$ cat src/design/knn_pkg.sv
// Shared types and constants for the brute-force nearest neighbor search block.
// Used by knn_sqrt, knn_ctrl, knn_dp and brute_force_knn_search; no dependencies.
package knn_pkg;

    localparam int KNN_N_MAX    = 4096;
    localparam int KNN_F_MAX    = 64;
    localparam int KNN_K_MAX    = 64;
    localparam int VALUE_W      = 16;
    localparam int DIST_W       = 38;
    localparam int ROOT_W       = DIST_W / 2;
    localparam int INDEX_W      = 13;
    localparam int RANK_W       = 6;
    localparam int CFG_DATA_W   = 13;
    localparam int CFG_INDEX_W  = 2;
    localparam logic [DIST_W-1:0] DIST_ALL_ONES = {DIST_W{1'b1}};

    typedef enum logic [1:0] {
        CMD_LOAD_REF = 2'd0,
        CMD_LOAD_QRY = 2'd1,
        CMD_RUN      = 2'd2,
        CMD_NOP      = 2'd3
    } t_cmd;

    typedef enum logic [CFG_INDEX_W-1:0] {
        CFG_NEIGHBOUR_COUNT = 2'd0,
        CFG_REF_COUNT       = 2'd1,
        CFG_FEATURE_COUNT   = 2'd2,
        CFG_SQUARED_MODE    = 2'd3
    } t_cfg_index;

    typedef enum logic [2:0] {
        ST_IDLE,
        ST_RUN,
        ST_DRAIN,
        ST_EMIT,
        ST_ROOT,
        ST_ERR
    } t_state;

    typedef struct packed {
        logic [1:0]          cmd;
        logic [11:0]         ref_slot;
        logic [5:0]          feature_slot;
        logic signed [15:0]  coordinate_value;
    } t_knn_in;

    typedef struct packed {
        logic [12:0] neighbour_index;
        logic [37:0] neighbour_distance;
        logic [5:0]  rank_slot;
        logic        status;
        logic        last_flag;
    } t_knn_out;

    typedef struct packed {
        logic              init;
        logic              ld_ref;
        logic              ld_qry;
        logic              rd_v;
        logic              rd_last;
        logic              rd_zero;
        logic              root_start;
        logic              emit;
        logic              use_root;
        logic              emit_last;
        logic              emit_err;
        logic              shift;
        logic [RANK_W-1:0] rank;
    } t_dp_cmd;

    typedef struct packed {
        logic pipe_busy;
        logic root_done;
    } t_dp_status;

endpackage

$ cat src/design/knn_ctrl.sv
// Controller: configuration registers, scan counters and the run sequence.
// Depends on knn_pkg for the state, command and configuration types.
module knn_ctrl #(
    parameter int N_MAX = knn_pkg::KNN_N_MAX,
    parameter int F_MAX = knn_pkg::KNN_F_MAX,
    parameter int K_MAX = knn_pkg::KNN_K_MAX,
    localparam int IW = $clog2(N_MAX),
    localparam int CW = (F_MAX > 1) ? $clog2(F_MAX) : 1
) (
    input  logic                             i_clk,
    input  logic                             i_rst_n,
    input  logic                             i_start,
    input  logic [1:0]                       i_cmd,
    input  logic                             i_cfg_we,
    input  logic [knn_pkg::CFG_INDEX_W-1:0]  i_cfg_index,
    input  logic [knn_pkg::CFG_DATA_W-1:0]   i_cfg_data,
    input  knn_pkg::t_dp_status              i_status,
    output knn_pkg::t_dp_cmd                 o_cmd,
    output logic [IW-1:0]                    o_rd_i,
    output logic [CW-1:0]                    o_rd_c,
    output logic                             o_busy
);
    import knn_pkg::*;

    t_state        r_state, n_state;
    logic [6:0]    r_k;
    logic [12:0]   r_nref_cfg;
    logic [6:0]    r_nfeat_cfg;
    logic          r_sq_mode;
    logic [IW-1:0] r_i, n_i, r_nref_m1, n_nref_m1;
    logic [CW-1:0] r_c, n_c, r_nfeat_m1, n_nfeat_m1;
    logic          r_zero, n_zero;
    logic [RANK_W-1:0] r_rank, n_rank, r_k_m1, n_k_m1;
    int            nref_eff;
    int            nfeat_eff;
    logic          bad_k;
    logic          accept;

    always_comb begin
        nref_eff  = (int'(r_nref_cfg) > N_MAX) ? N_MAX : int'(r_nref_cfg);
        nfeat_eff = (int'(r_nfeat_cfg) > F_MAX) ? F_MAX : int'(r_nfeat_cfg);
        bad_k     = (r_k == 7'd0) || (int'(r_k) > K_MAX) || (int'(r_k) > nref_eff);
    end

    assign accept = i_start && (r_state == ST_IDLE);

    always_comb begin
        n_state    = r_state;
        n_i        = r_i;
        n_c        = r_c;
        n_nref_m1  = r_nref_m1;
        n_nfeat_m1 = r_nfeat_m1;
        n_zero     = r_zero;
        n_rank     = r_rank;
        n_k_m1     = r_k_m1;
        o_cmd      = '0;
        o_cmd.rank = r_rank;
        o_cmd.use_root  = !r_sq_mode;
        o_cmd.emit_last = (r_rank == r_k_m1);
        case (r_state)
            ST_IDLE: begin
                if (accept) begin
                    case (i_cmd)
                        CMD_LOAD_REF: o_cmd.ld_ref = 1'b1;
                        CMD_LOAD_QRY: o_cmd.ld_qry = 1'b1;
                        CMD_RUN: begin
                            if (bad_k) begin
                                n_state = ST_ERR;
                            end else begin
                                o_cmd.init = 1'b1;
                                n_state    = ST_RUN;
                                n_i        = '0;
                                n_c        = '0;
                                n_rank     = '0;
                                n_k_m1     = RANK_W'(int'(r_k) - 1);
                                n_nref_m1  = IW'(nref_eff - 1);
                                n_zero     = (nfeat_eff == 0);
                                n_nfeat_m1 = (nfeat_eff == 0) ? '0 : CW'(nfeat_eff - 1);
                            end
                        end
                        default: ;
                    endcase
                end
            end
            ST_RUN: begin
                o_cmd.rd_v    = 1'b1;
                o_cmd.rd_zero = r_zero;
                o_cmd.rd_last = (r_c == r_nfeat_m1);
                if (r_c == r_nfeat_m1) begin
                    n_c = '0;
                    if (r_i == r_nref_m1) begin
                        n_state = ST_DRAIN;
                    end else begin
                        n_i = r_i + 1'b1;
                    end
                end else begin
                    n_c = r_c + 1'b1;
                end
            end
            ST_DRAIN: begin
                if (!i_status.pipe_busy) begin
                    n_state = ST_EMIT;
                end
            end
            ST_EMIT: begin
                if (r_sq_mode) begin
                    o_cmd.emit  = 1'b1;
                    o_cmd.shift = 1'b1;
                    n_rank      = r_rank + 1'b1;
                    if (r_rank == r_k_m1) begin
                        n_state = ST_IDLE;
                    end
                end else begin
                    o_cmd.root_start = 1'b1;
                    n_state          = ST_ROOT;
                end
            end
            ST_ROOT: begin
                if (i_status.root_done) begin
                    o_cmd.emit  = 1'b1;
                    o_cmd.shift = 1'b1;
                    n_rank      = r_rank + 1'b1;
                    n_state     = (r_rank == r_k_m1) ? ST_IDLE : ST_EMIT;
                end
            end
            ST_ERR: begin
                o_cmd.emit_err = 1'b1;
                n_state        = ST_IDLE;
            end
            default: n_state = ST_IDLE;
        endcase
    end

    always_ff @(posedge i_clk) begin
        if (!i_rst_n) begin
            r_state     <= ST_IDLE;
            r_k         <= 7'd1;
            r_nref_cfg  <= 13'd1;
            r_nfeat_cfg <= 7'd1;
            r_sq_mode   <= 1'b1;
            r_i         <= '0;
            r_c         <= '0;
            r_rank      <= '0;
        end else begin
            r_state <= n_state;
            r_i     <= n_i;
            r_c     <= n_c;
            r_rank  <= n_rank;
            if (i_cfg_we) begin
                case (t_cfg_index'(i_cfg_index))
                    CFG_NEIGHBOUR_COUNT: r_k         <= i_cfg_data[6:0];
                    CFG_REF_COUNT:       r_nref_cfg  <= i_cfg_data;
                    CFG_FEATURE_COUNT:   r_nfeat_cfg <= i_cfg_data[6:0];
                    CFG_SQUARED_MODE:    r_sq_mode   <= i_cfg_data[0];
                    default: ;
                endcase
            end
        end
        r_nref_m1  <= n_nref_m1;
        r_nfeat_m1 <= n_nfeat_m1;
        r_zero     <= n_zero;
        r_k_m1     <= n_k_m1;
    end

    assign o_rd_i = r_i;
    assign o_rd_c = r_c;
    assign o_busy = (r_state != ST_IDLE);

endmodule

$ cat config.mk
export PLATFORM = sky130hd
export DESIGN_NAME = knn_ctrl
export DESIGN_NICKNAME = d
export VERILOG_FILES = /design/src/design/knn_pkg.sv /design/src/design/knn_ctrl.sv
export SDC_FILE = /design/constraint.sdc
export NUM_CORES = 1
export LEC_CHECK = 0
export BUFFER_PORTS_ARGS = -buffer_cell sky130_fd_sc_hd__buf_2
export CAP_MARGIN = 25
export CORE_AREA = 2 2 88 90
export DETAILED_ROUTE_END_ITERATION = 10
export DIE_AREA = 0 0 90 92
export PLACE_DENSITY = 0.82
export SLEW_MARGIN = 25
export SYNTH_ARGS = -nofsm -noshare
export SYNTH_HDL_FRONTEND = slang
export SYNTH_SLANG_ARGS = --single-unit
$ cat constraint.sdc
create_clock -name i_clk -period 13.3 [get_ports i_clk]
set_clock_uncertainty 0.1 [all_clocks]
set_input_delay 1.33 -clock i_clk [delete_from_list [all_inputs] [get_ports i_clk]]
set_output_delay 1.33 -clock i_clk [all_outputs]
set_load 0.05 [all_outputs]
Word-level counts from Yosys, hierarchy flattened
Cells that the tools add are included.
{"block": "op_classes", "add_sub_neg": 6, "order_cmp": 4, "n_eq_ne": 23, "muxes": 40, "bitwise_logic": 1, "n_reduce_logical": 21}
{"op": "$mux 12", "n": 5}
{"op": "$mux 3", "n": 12}
{"op": "$mux 6", "n": 6}
{"op": "$logic_not 32->1", "n": 1}
{"op": "$pmux 12 s2", "n": 1}
{"op": "$pmux 6 s3", "n": 1}
{"op": "$ne 2x2->1 const B", "n": 8}
{"op": "$pmux 3 s5", "n": 1}
{"op": "$gt 7x7->1 const B", "n": 2}
{"op": "$gt 13x13->1 const B", "n": 1}
{"op": "$gt 7x13->1", "n": 1}
{"op": "$mux 13", "n": 1}
{"op": "$add 12x1->12 const B", "n": 1}
{"op": "$add 6x1->6 const B", "n": 2}
{"op": "$eq 12x12->1", "n": 1}
{"op": "$eq 6x6->1", "n": 2}
{"op": "$pmux 6 s2", "n": 1}
{"op": "$reduce_and 6->1", "n": 2}
{"op": "$sub 12x1->12 const B", "n": 1}
{"op": "$sub 6x1->6 const B", "n": 2}
{"op": "$mux 1", "n": 9}
{"op": "$reduce_and 2->1", "n": 4}
{"op": "$reduce_and 4->1", "n": 2}
{"op": "$logic_not 7->1", "n": 1}
{"op": "other kinds (19)", "n": 27}
{"block": "word_totals", "ff_bits": 80, "input_bits": 23, "output_inout_bits": 37, "elab_cells": 107}

Depth between registers and ports, before layout
Gate-level depths: netlist (run 1).
{"block": "depth", "ltp_word": 8, "ltp_mapped": 12, "depth_no_buf": 11}

Worst setup path after synthesis (run 1)
No wires, ideal clock.
{"block": "synth_timing", "kind": "register to output", "from": "reg r_nref_cfg[0]", "to": "out o_cmd[17] (netlist bit)", "arrival_time_ns": 3.311, "required_time_ns": 11.870, "slack_ns": 8.559, "stages_incl_launch_ff": 11, "path_buffers": 0, "cell_sequence": "dfxtp_1 nor3_1 nand3_1 o31ai_1 nand2_1 ha_1 a211oi_1 o21bai_1 or2_2 a211o_1 nor2_1"}
{"element": "start, declared", "line": "knn_ctrl.sv:27", "source": "logic [12:0] r_nref_cfg;"}
{"element": "start signal, assigned", "line": "knn_ctrl.sv:152", "source": "CFG_REF_COUNT: r_nref_cfg <= i_cfg_data;"}
{"element": "end, declared", "line": "knn_ctrl.sv:18", "source": "output knn_pkg::t_dp_cmd o_cmd,"}

==> results.toml, run 1 <==
[job]
maxCapViolCount = 0

[cts]
numCtsBuffers = 9
holdBufCountCts = 0
cts-root-buf = "clkbuf_8"
post_cts_buffers = 0
cts_tree = "built"
clock_latency_ps = 350
htreeDepth = 3
clock_path_buffers = 2
postCtsResizedCells = 0
clk_pin_slew_worst_paths_ps = 80
cts.sinks = 80

[hold_path]
hp-start = "r_nref_cfg[1]$_SDFFE_PN0P_"
min_to = "r_nref_cfg[1]$_SDFFE_PN0P_"
hold_class = "reg2reg"
holdPathStages = 2

[setup_path]
r2r_cells = 11
crit_chain = "nor3_1 > nand3_1 > o31ai_1 > nand2_1 > ha_1 > a211oi_1 > o21bai_1 > or2_2 > a211o_1 > nor2_1 > buf_2"
critPathLaunchType = "flip-flop"
end_kind = "output pin"
r2r_start = "r_nref_cfg[0]$_SDFFE_PN1P_"
crit_slowest_cell = "o31ai_1"
cp.arrival_ps = 3760
max_stage_delay_ps = 540
path_buf_inv = 1
cp.required_ps = 11870
crit_type = "reg2out"
reg2reg_slack_ps = 9190
cp_top_family = "compound AO/OA/AOI/OAI gates"
worstReg2RegEnd = "o_rd_i[4]$_SDFFE_PN0P_"
worstPathMaxFanout = 5

[floorplanning]
die_y_um = 92
ioPinCount = 60
fp.dieArea_um2 = 8280
rows = 32
die_w_um = 90
start_util = 0.578
core_um2 = 7450

[drt]
num_vias = 3714
drc_errors = 0
routedWlPerCell_um = 14.8
drt_iter0_markers = 304
viasPerCell = 5.79
firstDrtPassIters = 4
postRouteWirelength_um = 9530
ant_nets = 0

[synth]
synth-edff-count = 25
ys_ff_latch = 80
synthesis.nets = 520
ys.warnings.count = 0
yosysUniqueCellTypes = 61
avgSynthCellArea_um2 = 8.93
synthCells = 482
ys_seq_area_frac = 0.430
async_flop_share = 0
synthesis.area_um2 = 4310
ys.flop_type = "dfxtp_1"

[global_route]
grt_pass1_vias = 3416
met3_usage = 0.0427
grt.busiest_layer = "met2"
grt_max_degree = 37
grt_use_met2 = 0.380
antenna_found_initial = 0
grt_overflow = 0
grt_pass1_wl_um = 16000
grt_use_total = 0.241
met1_usage = 0.318

[power_and_ir_drop]
internal_power_w = 0.000405
p_comb_frac = 0.194
clock_power_share = 0.332
p_leak_nw = 2.05
seqPwrFrac = 0.473
power.share.switching = 0.308
power_density_nw_per_um2 = 119
vdd_drop_max_uv = 76.1
p_sw_w = 0.000180
fin_total_pwr_w = 0.000585

[sta]
setup_viol = 0
min_period_ps = 5190
report.final.slew_viol_count = 0
min_period_over_period = 0.390
rsz0062_at_grt = "no"
slew_headroom = 0.399
fin_tns_setup_ps = 0
worstMarginPinSlew_ps = 895
finalHoldViolations = 0
max_freq_ghz = 0.193

[finish]
final_nets = 573
area_growth_pct = 13.8
fin_util = 0.658
drive_gt1_frac = 0.167
n_antenna_cell = 0

[placed_design]
gp_congestion = 0.881
dp_hpwl_um = 7110
io_buffers = 59

[status]
status = "finished clean"
==> tightest hold or removal path: stages (launching register included) <==
cell and delay, ps:
dfxtp_1 330, nand2_1 60, a21oi_1 50
==> Yosys cell counts (all sizes together), types with 7 or more instances <==
| cell type | n | area (µm²) |
|---|---|---|
| nor3 | 15 | 86.3 |
| mux2i | 14 | 140 |
| dfxtp | 55 | 1100 |
| a21oi | 42 | 210 |
| xor2 | 22 | 193 |
| nand3b | 7 | 52.6 |
| nand4 | 7 | 50.1 |
| or3 | 13 | 86.3 |
| ha | 15 | 188 |
| clkbuf | 12 | 46.3 |
| nor2 | 46 | 173 |
| xnor2 | 17 | 149 |
| inv | 15 | 56.3 |
| nand2 | 53 | 199 |
| nand3 | 23 | 115 |
| o21ai | 21 | 105 |
| edfxtp | 25 | 751 |
| nand2b | 9 | 56.3 |
==> through the flow <==
stage               setup WS [ps]  cell area [µm²]  hold slack (ps)  instances
detailed placement           8550             4670              373        626
global placement             8650             4660              363        626
floorplan                    8560             4310              350        482
global route                 7800             4900              404        642
CTS                          8160             4890              384        642
finish                       8110             4900              385        642
==> registers in the layout, indices dropped and copies added (netlist names) <==
register     flops
o_rd_c           6
o_rd_i          12
r_k              7
r_k_m1           6
r_nfeat_cfg      7
r_nfeat_m1       6
r_nref_cfg      13
r_nref_m1       12
r_rank           6
r_sq_mode        1
r_state          3
r_zero           1
==> routing by layer <==
layer / share of wire / wire [µm] / up-vias
met1: 0.45 / 4290 / 1711
met5: 0 / 0 / -
met4: 0.031 / 300 / 0
li1: - / - / 1835
met3: 0.059 / 558 / 29
met2: 0.46 / 4380 / 139
==> cells in the final DEF (no fill, tap or decap), drive strengths merged, types with 5 or more instances in the layout <==
master,netlist,layout
o21ai,21,21
nand3,23,23
and3,5,5
or4,5,5
o31ai,5,5
nand2b,9,9
a21oi,42,42
nand2,53,53
nor2,46,46
nor4,5,5
inv,15,17
nor3,15,15
xor2,22,22
ha,15,15
or3,13,13
clkbuf,12,11
nand3b,7,7
buf,5,59
edfxtp,25,25
mux2i,14,14
dfxtp,55,55
nand4,7,7
xnor2,17,17
==> power by group through the flow <==
stage | logic (W) | clock network (W) | registers, W
after CTS | 0.000112 | 0.000196 | 0.000277
after detailed placement | 0.000112 | 0 | 0.000282
final | 0.000114 | 0.000195 | 0.000277
after global placement | 0.000109 | 0 | 0.000281
after global routing | 0.000126 | 0.000208 | 0.000279
after floorplan | 0.0000819 | 0 | 0.000284
==> cell families after synthesis <==
logic type	share of synthesized area
and+or+nand+nor	0.246
AOI/OAI and AO/OA	0.133
DFF	0.430
xor gates and xnor gates	0.0793
buffers and inverters	0.0299
muxes	0.0378
adders and majority gates	0.0436
==> worst max path at each step <==
| stage | start | end | slack (ps) | depth (start not counted) |
|---|---|---|---|---|
| 2_1_floorplan | r_nref_cfg[0]$_SDFFE_PN1P_ | o_cmd[17] | 8560 | 10 |
| 3_3_place_gp | r_nref_cfg[0]$_SDFFE_PN1P_ | o_cmd[17] | 8650 | 11 |
| 3_5_place_dp | r_nref_cfg[0]$_SDFFE_PN1P_ | o_cmd[17] | 8550 | 11 |
| 4_1_cts | r_nref_cfg[0]$_SDFFE_PN1P_ | o_cmd[17] | 8160 | 11 |
| 5_1_grt | r_nref_cfg[0]$_SDFFE_PN1P_ | o_cmd[17] | 7800 | 11 |
| 6_report | r_nref_cfg[0]$_SDFFE_PN1P_ | o_cmd[17] | 8110 | 11 |
==> layout make-up <==
| class | count | area, µm² |
|---|---|---|
| Inverter | 16 | 60.1 |
| Multi-Input combinational cell | 369 | 2340 |
| Clock buffer | 11 | 163 |
| Clock inverter | 5 | 60.1 |
| Timing Repair Buffer | 59 | 295 |
| Sequential cell | 80 | 1850 |
| Tap cell | 102 | 128 |
| Fill cell | 623 | 2540 |
(Power assumes the default switching activity.)
==> run 2: changes to the inputs <==
Settings changed: CORE_AREA 2 2 88 90 to 2 2 90 92, DIE_AREA 0 0 90 92 to 0 0 92 94, PLACE_DENSITY 0.82 to 0.78.
Clock period 13.3 ns to 5.42 ns, I/O delays scaled along.
==> run 2 against run 1 <==
Worst setup slack got worse by 7000 ps. Combinational power rose by 150%. Critical path type unchanged. Largest power group unchanged. Routed wire length rose by 0.26%. Utilization fell by 0.68 points. Non-clock buffer count rose by 3. Sequential power rose by 150%. Worst hold slack got worse by 56 ps.
==> results.toml, run 2 (synthesis results as in run 1) <==
[power_and_ir_drop]
p_leak_nw = 2.08
seqPwrFrac = 0.454
clock_power_share = 0.359
p_sw_w = 0.000437
power.share.switching = 0.292
p_comb_frac = 0.187
power_density_nw_per_um2 = 302
internal_power_w = 0.00106
vdd_drop_max_uv = 220
fin_total_pwr_w = 0.00150

[finish]
register_area_um2 = 1850
final_cell_mix = "59 x buf_2, 55 x dfxtp_1, 53 x nand2_1"
n_antenna_cell = 0
multi_input_area_um2 = 2330
largest_register = "r_nref_cfg"
area_growth_pct = 15.1
nFillCells = 643
drive_gt1_frac = 0.162
largest_reg_flops = 13
final_nets = 576
final_common_cell = "buf_2"

[setup_path]
end_kind = "output pin"
crit_type = "reg2out"
cp.required_ps = 4780
worstPathMaxFanout = 5
reg2reg_slack_ps = 1430
critPathLaunchType = "flip-flop"
cp.arrival_ps = 3710

[cts]
cts.sinks = 80
clock_path_buffers = 2
clock_latency_ps = 360
postCtsResizedCells = 0
clk_pin_slew_worst_paths_ps = 80
htreeDepth = 3
cts_tree = "built"
holdBufCountCts = 0
cts-root-buf = "clkbuf_8"
numCtsBuffers = 9
post_cts_buffers = 0

[floorplanning]
die_w_um = 92
core_um2 = 7610
fp.dieArea_um2 = 8650
start_util = 0.566
ioPinCount = 60
rows = 32
die_y_um = 94

[drt]
drt_iter0_markers = 241
drc_errors = 0
ant_nets = 0
routedWlPerCell_um = 14.8
postRouteWirelength_um = 9550
num_vias = 3729
viasPerCell = 5.78
firstDrtPassIters = 5

[global_route]
grt_pass1_wl_um = 15900
grt_pass1_vias = 3300
grt_max_degree = 25
grt_use_total = 0.234
grt_overflow = 0
antenna_found_initial = 0

[sta]
slew_headroom = 0.345
report.final.slew_viol_count = 0
max_freq_ghz = 0.230
setup_viol = 0
fin_tns_setup_ps = 0
min_period_ps = 4350
min_period_over_period = 0.802
worstMarginPinSlew_ps = 969
finalHoldViolations = 0
rsz0062_at_grt = "no"

[placed_design]
io_buffers = 59
gp_congestion = 0.862
dp_hpwl_um = 7220

[status]
status = "finished clean"

[job]
maxCapViolCount = 0

[hold_path]
hold_class = "in2reg"
==> run 2: path summary, 6_finish.rpt <==
check,from,to,cells after the start
min,i_cfg_data[11],r_nref_cfg[11]$_SDFFE_PN0P_,3
min reg2reg,r_nref_cfg[1]$_SDFFE_PN0P_,r_nref_cfg[1]$_SDFFE_PN0P_,2
max,r_nref_cfg[0]$_SDFFE_PN1P_,o_cmd[17],11
max reg2reg,r_nref_cfg[0]$_SDFFE_PN1P_,o_rd_i[10]$_SDFFE_PN0P_,11
==> run 2: critical path: stages (launching register included) <==
cell and delay [ps]:
dfxtp_1 330, nor3_1 400, nand3_1 250, o31ai_1 520, nand2_1 120, ha_1 310, a211oi_1 240, o21bai_1 130
or2_2 290, a211o_1 360, nor2_1 140, buf_2 280
==> run 2: area by class of cell <==
class / count / share of cell area
inverters: 16 / 0.0121
flip-flops and latches: 80 / 0.374
multi-input cells: 369 / 0.470
clock buffers: 13 / 0.0366
well taps: 102 / 0.0258
repair buffers: 62 / 0.0682
clock inverters: 3 / 0.0139
==> run 2: metrics by stage <==
step	instance area (µm²)	setup WS, ps	utilization	instances	hold WS [ps]
floorplan	4310	1180	-	482	350
global placement	4680	1550	0.615	628	361
detailed placement	4710	1430	0.619	629	382
CTS	4960	1060	0.651	645	319
global route	4960	677	0.651	645	343
finish	4960	1070	0.651	645	329
==> run 2: power by group through the flow <==
stage	Sequential [W]	Combinational [W]	Clock, W
floorplan	0.000697	0.000201	0
global placement	0.000691	0.000270	0
detailed placement	0.000692	0.000277	0
CTS	0.000679	0.000279	0.000545
global route	0.000684	0.000308	0.000571
finish	0.000679	0.000280	0.000537
==> run 2: per-layer routing <==
metal / part of all wire / global-route usage / vias to the layer above
li1: - / - / 1850
met1: 0.45 / 0.315 / 1733
met2: 0.47 / 0.376 / 125
met3: 0.052 / 0.0329 / 21
met4: 0.025 / 0.107 / 0
met5: 0 / 0 / -
